### src/rtl/bdlp_pkg.sv
// Package for the button debouncer with long-press detection.
// Holds the register map, lane limits and the structs passed between the lanes and the top level.
// No dependencies.
package bdlp_pkg;

   // Data paths of the item and the result are eight lanes wide.
   localparam int unsigned LANE_WIDTH  = 8;
   localparam int unsigned COUNT_WIDTH = 4;
   localparam int unsigned TIME_WIDTH  = 32;
   localparam int unsigned MS_WIDTH    = 16;
   localparam int unsigned ADDR_WIDTH  = 4;
   localparam int unsigned DATA_WIDTH  = 32;

   // Opcodes of a request transaction.
   localparam logic OP_TICK     = 1'b0;
   localparam logic OP_BASELINE = 1'b1;

   // Register index, taken from paddr[3:2].
   typedef enum logic [1:0] {
      REG_BUTTON_COUNT  = 2'd0,
      REG_DEBOUNCE_MS   = 2'd1,
      REG_LONG_PRESS_MS = 2'd2
   } reg_index_type;

   typedef struct packed {
      logic [MS_WIDTH-1:0] debounce_ms;
      logic [MS_WIDTH-1:0] long_press_ms;
   } lane_cfg_type;

   typedef struct packed {
      logic press;
      logic release_edge;
      logic long_press;
      logic down;
   } lane_result_type;

endpackage

### src/rtl/button_debounce_long_press.sv
// Top level of the button debouncer with long-press detection.
// Input register, per-lane debounce logic, result register and the APB register file.
// Depends on bdlp_pkg and bdlp_lane.
//
//  channel  | ports                       | moves
//  ---------+-----------------------------+------------------------------------------
//  req      | req_valid / req_ready       | one tick or baseline transaction
//  rsp      | rsp_valid / rsp_ready       | edges and debounced levels, one per req
//  csr      | APB psel/penable/pwrite ... | button_count, debounce_ms, long_press_ms
//
// One transaction per cycle sustained while rsp_ready holds; an accepted transaction first
// sits in the input register, then passes through the lane logic into the result register,
// which raises rsp_valid. Every lane does its subtract and compare in parallel in the lane logic.
// Reset clears all lane state (levels, flags and time stamps) and the registers to their
// defaults at once; no clearing pass. A stalled rsp holds the result register, and req_ready
// falls only when both the input and the result register are full.
module button_debounce_long_press #(
   parameter int unsigned MAX_BUTTONS = 8
) (
   input  logic                                 clock,
   input  logic                                 reset,
   // input channel
   input  logic                                 req_valid,
   output logic                                 req_ready,
   input  logic                                 req_opcode,
   input  logic [31:0]                          req_now_ms,
   input  logic [7:0]                           req_raw_buttons,
   // result channel
   output logic                                 rsp_valid,
   input  logic                                 rsp_ready,
   output logic [7:0]                           rsp_press_edges,
   output logic [7:0]                           rsp_release_edges,
   output logic [7:0]                           rsp_long_press_edges,
   output logic [7:0]                           rsp_down_state,
   // register port
   input  logic                                 csr_psel,
   input  logic                                 csr_penable,
   input  logic                                 csr_pwrite,
   input  logic [bdlp_pkg::ADDR_WIDTH-1:0]      csr_paddr,
   input  logic [bdlp_pkg::DATA_WIDTH-1:0]      csr_pwdata,
   output logic [bdlp_pkg::DATA_WIDTH-1:0]      csr_prdata,
   output logic                                 csr_pready
);

   // lanes actually built: never more than the eight bits of the fields
   localparam int unsigned LANES = (MAX_BUTTONS < bdlp_pkg::LANE_WIDTH) ?
                                   MAX_BUTTONS : bdlp_pkg::LANE_WIDTH;
   localparam logic [bdlp_pkg::COUNT_WIDTH-1:0] LANES_COUNT = LANES[bdlp_pkg::COUNT_WIDTH-1:0];

   // ---------------- registers ----------------
   logic [bdlp_pkg::COUNT_WIDTH-1:0] button_count_ff;
   logic [bdlp_pkg::MS_WIDTH-1:0]    debounce_ms_ff;
   logic [bdlp_pkg::MS_WIDTH-1:0]    long_press_ms_ff;
   logic                             csr_write;
   bdlp_pkg::reg_index_type          csr_index;

   assign csr_pready = 1'b1;
   assign csr_write  = csr_psel && csr_penable && csr_pwrite && csr_pready;
   assign csr_index  = bdlp_pkg::reg_index_type'(csr_paddr[3:2]);

   always_ff @(posedge clock) begin
      if (reset) begin
         button_count_ff  <= 4'd8;
         debounce_ms_ff   <= 16'd30;
         long_press_ms_ff <= 16'd1000;
      end else if (csr_write) begin
         unique case (csr_index)
            bdlp_pkg::REG_BUTTON_COUNT:  button_count_ff  <= csr_pwdata[3:0];
            bdlp_pkg::REG_DEBOUNCE_MS:   debounce_ms_ff   <= csr_pwdata[15:0];
            bdlp_pkg::REG_LONG_PRESS_MS: long_press_ms_ff <= csr_pwdata[15:0];
            default: ;  // drop writes outside the map
         endcase
      end
   end

   always_comb begin
      unique case (csr_index)
         bdlp_pkg::REG_BUTTON_COUNT:  csr_prdata = {28'd0, button_count_ff};
         bdlp_pkg::REG_DEBOUNCE_MS:   csr_prdata = {16'd0, debounce_ms_ff};
         bdlp_pkg::REG_LONG_PRESS_MS: csr_prdata = {16'd0, long_press_ms_ff};
         default:                     csr_prdata = '0;
      endcase
   end

   // ---------------- handshake ----------------
   logic        in_valid_ff;
   logic        in_opcode_ff;
   logic [31:0] in_now_ff;
   logic [7:0]  in_raw_ff;
   logic        rsp_valid_ff;
   logic        advance;

   // advance the input register into the result register when that one is free or drains
   assign advance   = in_valid_ff && (!rsp_valid_ff || rsp_ready);
   assign req_ready = !in_valid_ff || advance;
   assign rsp_valid = rsp_valid_ff;

   always_ff @(posedge clock) begin
      if (reset) begin
         in_valid_ff  <= 1'b0;
         rsp_valid_ff <= 1'b0;
      end else begin
         if (req_ready) in_valid_ff <= req_valid;
         if (advance) rsp_valid_ff <= 1'b1;
         else if (rsp_ready) rsp_valid_ff <= 1'b0;
      end
   end

   // payload: capture on acceptance, no reset needed
   always_ff @(posedge clock) begin
      if (req_valid && req_ready) begin
         in_opcode_ff <= req_opcode;
         in_now_ff    <= req_now_ms;
         in_raw_ff    <= req_raw_buttons;
      end
   end

   // ---------------- lanes ----------------
   logic [bdlp_pkg::COUNT_WIDTH-1:0] active_count;
   logic [7:0]                       active_mask;
   logic [7:0]                       press_in, release_in, long_in, down_in;
   bdlp_pkg::lane_cfg_type           lane_cfg;

   // saturate the configured count to the lanes built
   assign active_count           = (button_count_ff > LANES_COUNT) ? LANES_COUNT : button_count_ff;
   assign lane_cfg.debounce_ms   = debounce_ms_ff;
   assign lane_cfg.long_press_ms = long_press_ms_ff;

   for (genvar k = 0; k < bdlp_pkg::LANE_WIDTH; k++) begin : g_lane
      if (k < LANES) begin : g_used
         bdlp_pkg::lane_result_type lane_result;

         assign active_mask[k] = (k < int'(active_count));

         bdlp_lane u_lane (
            .clock   (clock),
            .reset   (reset),
            .enable  (advance && active_mask[k]),
            .opcode  (in_opcode_ff),
            .now_ms  (in_now_ff),
            .raw     (in_raw_ff[k]),
            .cfg     (lane_cfg),
            .result  (lane_result)
         );

         // lanes not in use report nothing
         assign press_in[k]   = lane_result.press        && active_mask[k];
         assign release_in[k] = lane_result.release_edge && active_mask[k];
         assign long_in[k]    = lane_result.long_press   && active_mask[k];
         assign down_in[k]    = lane_result.down         && active_mask[k];
      end else begin : g_unused
         assign active_mask[k] = 1'b0;
         assign press_in[k]    = 1'b0;
         assign release_in[k]  = 1'b0;
         assign long_in[k]     = 1'b0;
         assign down_in[k]     = 1'b0;
      end
   end

   // ---------------- result register ----------------
   logic [7:0] press_ff, release_ff, long_ff, down_ff;

   always_ff @(posedge clock) begin
      if (advance) begin
         press_ff   <= press_in;
         release_ff <= release_in;
         long_ff    <= long_in;
         down_ff    <= down_in;
      end
   end

   assign rsp_press_edges      = press_ff;
   assign rsp_release_edges    = release_ff;
   assign rsp_long_press_edges = long_ff;
   assign rsp_down_state       = down_ff;

`ifndef SYNTHESIS
   // a lane never commits a press and a release in the same transaction
   a_press_release_apart: assert property (@(posedge clock) disable iff (reset)
      rsp_valid_ff |-> ((press_ff & release_ff) == 8'd0))
      else $error("press and release edge on the same lane");

   // a committed press leaves the lane down
   a_press_is_down: assert property (@(posedge clock) disable iff (reset)
      rsp_valid_ff |-> ((press_ff & ~down_ff) == 8'd0))
      else $error("press edge on a lane that is not down");

   // a committed release leaves the lane up
   a_release_is_up: assert property (@(posedge clock) disable iff (reset)
      rsp_valid_ff |-> ((release_ff & down_ff) == 8'd0))
      else $error("release edge on a lane that is still down");

   // long press only fires on a held lane
   a_long_is_down: assert property (@(posedge clock) disable iff (reset)
      rsp_valid_ff |-> ((long_ff & ~down_ff) == 8'd0))
      else $error("long-press edge on a lane that is not down");

   // a stalled result with a full input register must block new transactions
   a_full_blocks: assert property (@(posedge clock) disable iff (reset)
      (in_valid_ff && rsp_valid_ff && !rsp_ready) |-> !req_ready)
      else $error("input accepted while both stages are full");
`endif

endmodule

### src/rtl/bdlp_lane.sv
// One button lane: raw level tracking, debounce commit and long-press detection.
// Holds the lane's state in flip-flops and updates it when enabled.
// Depends on bdlp_pkg.
module bdlp_lane (
   input  logic                                   clock,
   input  logic                                   reset,
   input  logic                                   enable,
   input  logic                                   opcode,
   input  logic [bdlp_pkg::TIME_WIDTH-1:0]        now_ms,
   input  logic                                   raw,
   input  bdlp_pkg::lane_cfg_type                 cfg,
   output bdlp_pkg::lane_result_type              result
);

   logic                              last_raw_ff, last_raw_in;
   logic                              debounced_ff, debounced_in;
   logic                              fired_ff, fired_in;
   logic [bdlp_pkg::TIME_WIDTH-1:0]   change_time_ff, change_time_in;
   logic [bdlp_pkg::TIME_WIDTH-1:0]   press_time_ff, press_time_in;
   logic [bdlp_pkg::TIME_WIDTH-1:0]   since_change;
   logic [bdlp_pkg::TIME_WIDTH-1:0]   since_press;

   assign since_change = now_ms - change_time_ff;

   always_comb begin
      last_raw_in    = last_raw_ff;
      debounced_in   = debounced_ff;
      fired_in       = fired_ff;
      change_time_in = change_time_ff;
      press_time_in  = press_time_ff;
      since_press    = '0;
      result         = '0;
      if (opcode == bdlp_pkg::OP_BASELINE) begin
         // adopt the raw level as baseline, no edges
         last_raw_in  = raw;
         debounced_in = raw;
      end else begin
         if (raw != last_raw_ff) begin
            // restart the window
            last_raw_in    = raw;
            change_time_in = now_ms;
         end else if (raw != debounced_ff &&
                      since_change >= {{(bdlp_pkg::TIME_WIDTH-bdlp_pkg::MS_WIDTH){1'b0}},
                                       cfg.debounce_ms}) begin
            debounced_in = raw;
            if (raw) begin
               press_time_in = now_ms;
               fired_in      = 1'b0;
               result.press  = 1'b1;
            end else begin
               result.release_edge = 1'b1;
            end
         end
         since_press = now_ms - press_time_in;
         if (debounced_in && !fired_in &&
             since_press >= {{(bdlp_pkg::TIME_WIDTH-bdlp_pkg::MS_WIDTH){1'b0}},
                             cfg.long_press_ms}) begin
            fired_in          = 1'b1;
            result.long_press = 1'b1;
         end
      end
      result.down = debounced_in;
   end

   always_ff @(posedge clock) begin
      if (reset) begin
         last_raw_ff    <= 1'b0;
         debounced_ff   <= 1'b0;
         fired_ff       <= 1'b0;
         change_time_ff <= '0;
         press_time_ff  <= '0;
      end else if (enable) begin
         last_raw_ff    <= last_raw_in;
         debounced_ff   <= debounced_in;
         fired_ff       <= fired_in;
         change_time_ff <= change_time_in;
         press_time_ff  <= press_time_in;
      end
   end

endmodule
### config.mk
export PLATFORM = sky130hd
export DESIGN_NAME = button_debounce_long_press
export DESIGN_NICKNAME = d
export VERILOG_FILES = /design/src/rtl/bdlp_pkg.sv /design/src/rtl/button_debounce_long_press.sv /design/src/rtl/bdlp_lane.sv
export SDC_FILE = /design/constraint.sdc
export NUM_CORES = 2
export LEC_CHECK = 0
export BUFFER_PORTS_ARGS = -buffer_cell sky130_fd_sc_hd__buf_2
export CAP_MARGIN = 40
export CORE_ASPECT_RATIO = 1.75
export CORE_MARGIN = 1.5
export CORE_UTILIZATION = 30
export CTS_BUF_LIST = sky130_fd_sc_hd__clkbuf_8
export DETAILED_ROUTE_END_ITERATION = 16
export SLEW_MARGIN = 20
export SYNTH_ARGS = -nofsm -noshare
export SYNTH_HDL_FRONTEND = slang
export SYNTH_SLANG_ARGS = --single-unit
### constraint.sdc
create_clock -name clock -period 25.1 [get_ports clock]
set_input_delay 0 -clock clock [delete_from_list [all_inputs] [get_ports clock]]
set_output_delay 0 -clock clock [all_outputs]
set_load 0.05 [all_outputs]
==> impl_metrics.env <==
export IMPL_status="completed"
export IMPL_hold_violations=0
export IMPL_slew_viol_final=0
export IMPL_grt_pass1_wl_mm=358
export IMPL_holdCritPathClass="input port to register"
export IMPL_via_per_inst=5.56
export IMPL_cp_arrival_ns=14.05
export IMPL_min_period_over_period_pct=53.7
export IMPL_antenna_found_initial=1
export IMPL_cts_root_buf="clkbuf_8"
export IMPL_place_gp_congestion=0.948
export IMPL_fp_coreArea_mm2=0.207
export IMPL_dr_pass1_iters=6
export IMPL_clock_sinks=647
export IMPL_rows=221
export IMPL_critical_path_class="register to register"
export IMPL_syn_inst=8504
export IMPL_ir_drop_v=0.0000575
export IMPL_area_growth_pct=11.9
export IMPL_grt_use_total_pct=21.6
export IMPL_cp_max_fo=31
export IMPL_layout_commonest_cell="nand2_1"
export IMPL_die_x_um=349
export IMPL_hold_path_cell_count=5
export IMPL_preCtsSetupSlack_ns=11.77
export IMPL_drt_wirelength_per_cell_um=20.8
export IMPL_clockBufferDepth=3
export IMPL_cts_resized_gates=0
export IMPL_fin_skew_ns=0.0746
export IMPL_dieHeight_um=608
export IMPL_finalSetupViolations=0
export IMPL_endpoint_kind="register"
export IMPL_ios=151
export IMPL_dpl_cell_area_mm2=0.0665
export IMPL_worst_pin_slew_ns=0.940
export IMPL_ant_nets=0
export IMPL_dr_total_vias=63000
export IMPL_drive_above_1_share_pct=6.61
export IMPL_ys_flop_type="dfxtp_1"
export IMPL_p_leak_nw=27.3
export IMPL_ys_seq_area_share_pct=21.8
export IMPL_cpPeakStageDelay_ns=0.74
export IMPL_ys_ff_latch=647
export IMPL_fin_util_pct=33.9
export IMPL_powerDensity_mw_per_mm2=46.8
export IMPL_drt_wl_total_mm=236
export IMPL_route_detailed_drc=0
export IMPL_fin_crit_ns=13.48
export IMPL_relSlewSlack_pct=37.3
export IMPL_dp_hpwl_mm=176
export IMPL_grt_pass1_vias=61900
export IMPL_critPathLaunchType="register"
export IMPL_yosys_cell_types_count=118
export IMPL_clock_fmax_ghz=0.0742
export IMPL_r2r_cells=50
export IMPL_final_area_mm2=0.0702
export IMPL_netlist_area_mm2=0.0627
export IMPL_drv_cap=0
export IMPL_grt_overflow_total=0
export IMPL_synthArstFlopShare_pct=0
export IMPL_finalPower_mw=3.28
export IMPL_io_buffers=115
export IMPL_numCtsBuffers=106
export IMPL_syn_area_per_cell_um2=7.38
export IMPL_critPathMostFrequentCell="a21o_1"
export IMPL_critPathRequiredTime_ns=25.67
export IMPL_layout_common_cells="nand2_1, a21oi_1, ha_1"
export IMPL_path_clk_slew_ns=0.08
export IMPL_htreeDepth=3
export IMPL_die_area_mm2=0.212
export IMPL_cp_slowest_cell="a2111oi_0"
export IMPL_cts_setup_buffers=0
export IMPL_grt_max_degree=127
export IMPL_yosysWarnings=0
export IMPL_nNetsFinal=9393
export IMPL_setup_tns_ns=0
export IMPL_rsz0062_at_grt="no"
export IMPL_whs_ns=0.243
export IMPL_fin_ws_ns=11.62
export IMPL_clk_latency_ns=0.89
export IMPL_cts_tree="done"
export IMPL_drt_iter0_drc=3957
export IMPL_finalNonFillerCells=11300
export IMPL_synth_edf_count=73
export IMPL_place_inst=11000
export IMPL_start_util_pct=30.3
[worst max-delay path, delay by kind of cell (launching register included)]
family | cells | cell delay, ns
flops | 1 | 0.38
simple gates | 19 | 4.64
buf+inv | 3 | 1.27
fa+ha+maj | 4 | 1.13
xor+xnor | 2 | 0.29
compound gates | 21 | 5.20
mux | 1 | 0.30
[what timing repair did]
item / 4_1_cts / 5_1_grt
endpoints found under the setup margin: 0 / 0
endpoints found under the hold margin: 196 / 0
hold buffers: 138 / 0
[area by class of cell]
type	instances	area, um^2
fill	21900	137000
multi-input combinational	6932	45600
sequential	647	13700
timing repair buffer	424	3530
tap	2676	3350
inverter	454	1700
clock buffer	123	1690
clock inverter	76	659
antenna	2	5.00
[worst paths after layout]
check / from / slack, ns / to
worst max-delay path: in_now_ff[0]$_DFFE_PP_ / 11.62 / rsp_long_press_edges[6]$_DFFE_PP_
worst min-delay path: csr_paddr[2] / 0.24 / long_press_ms_ff[12]$_SDFFE_PP0P_
worst max register to register: in_now_ff[0]$_DFFE_PP_ / 11.62 / rsp_long_press_edges[6]$_DFFE_PP_
worst min register to register: g_lane[2].g_used.u_lane.press_time_ff[26]$_SDFFE_PP0P_ / 0.45 / g_lane[2].g_used.u_lane.press_time_ff[26]$_SDFFE_PP0P_
[report_power, final]
| group | internal, mW | total [mW] | leakage, nW | switching, mW |
|---|---|---|---|---|
| combinational | 0.416 | 1.11 | 20.7 | 0.691 |
| clock | 0.564 | 1.09 | 1.25 | 0.522 |
| sequential | 1.07 | 1.09 | 5.36 | 0.0165 |
| total | 2.05 | 3.28 | 27.3 | 1.23 |
[synth_stat cells, types with 29 or more instances]
cell	count	share of area, %
nand2b_1	113	1.1
a21o_1	290	3.5
o2111ai_1	29	0.40
dfxtp_1	574	18
a21oi_1	1020	8.1
mux2i_1	279	4.5
nor2b_1	111	1.1
a31oi_1	75	0.75
clkbuf_1	436	2.6
nand2_1	1323	7.9
inv_1	453	2.7
xor2_1	140	2.0
o21a_1	94	1.1
nand4_1	130	1.3
nor2_1	594	3.6
or3_1	36	0.36
o31ai_1	35	0.42
nand3_1	149	1.2
nor3_1	119	0.95
and3_1	69	0.69
o21bai_1	60	0.72
ha_1	728	15
o211ai_1	52	0.62
and2_1	52	0.52
nor4_1	46	0.46
edfxtp_1	73	3.5
xnor2_1	185	2.6
o21ai_0	415	3.3
a211oi_1	171	2.0
[metal layers]
layer | wire length (um) | share of wire (%) | global-route usage [%] | vias up
met5 | 0 | 0 | 0 | -
met4 | 20300 | 8.6 | 16.7 | 0
met3 | 11400 | 4.8 | 2.92 | 733
met2 | 115000 | 49 | 38.2 | 1945
met1 | 89000 | 38 | 22.9 | 29700
li1 | - | - | - | 30700
[cells by family (layout without fill, tap and decap cells)]
group                    after synthesis  in the layout  share of synthesized area (%)
adder cells (fa/ha/maj)              756            756                           15.2
flip-flops                           647            647                           21.8
AO/OA/AOI/OAI                       2638           2638                           26.7
AND/OR/NAND/NOR                     2900           2900                           21.2
XOR/XNOR                             325            325                           4.54
buffers and inverters                940           1077                           5.78
multiplexers                         296            296                           4.76
other                                  2             19                         0.0120
[state kept, by name, indices dropped and copies added, names as in the netlist, 8 cells and up]
signal and count:
in_now_ff 32, rsp_release_edges 8, rsp_press_edges 8, rsp_down_state 8, g_lane.g_used.u_lane.press_time_ff 256, rsp_long_press_edges 8
g_lane.g_used.u_lane.debounced_ff 8, long_press_ms_ff 16, g_lane.g_used.u_lane.change_time_ff 256, g_lane.g_used.u_lane.last_raw_ff 8, in_raw_ff 8, debounce_ms_ff 16
g_lane.g_used.u_lane.fired_ff 8
(Power assumes the default switching activity.)
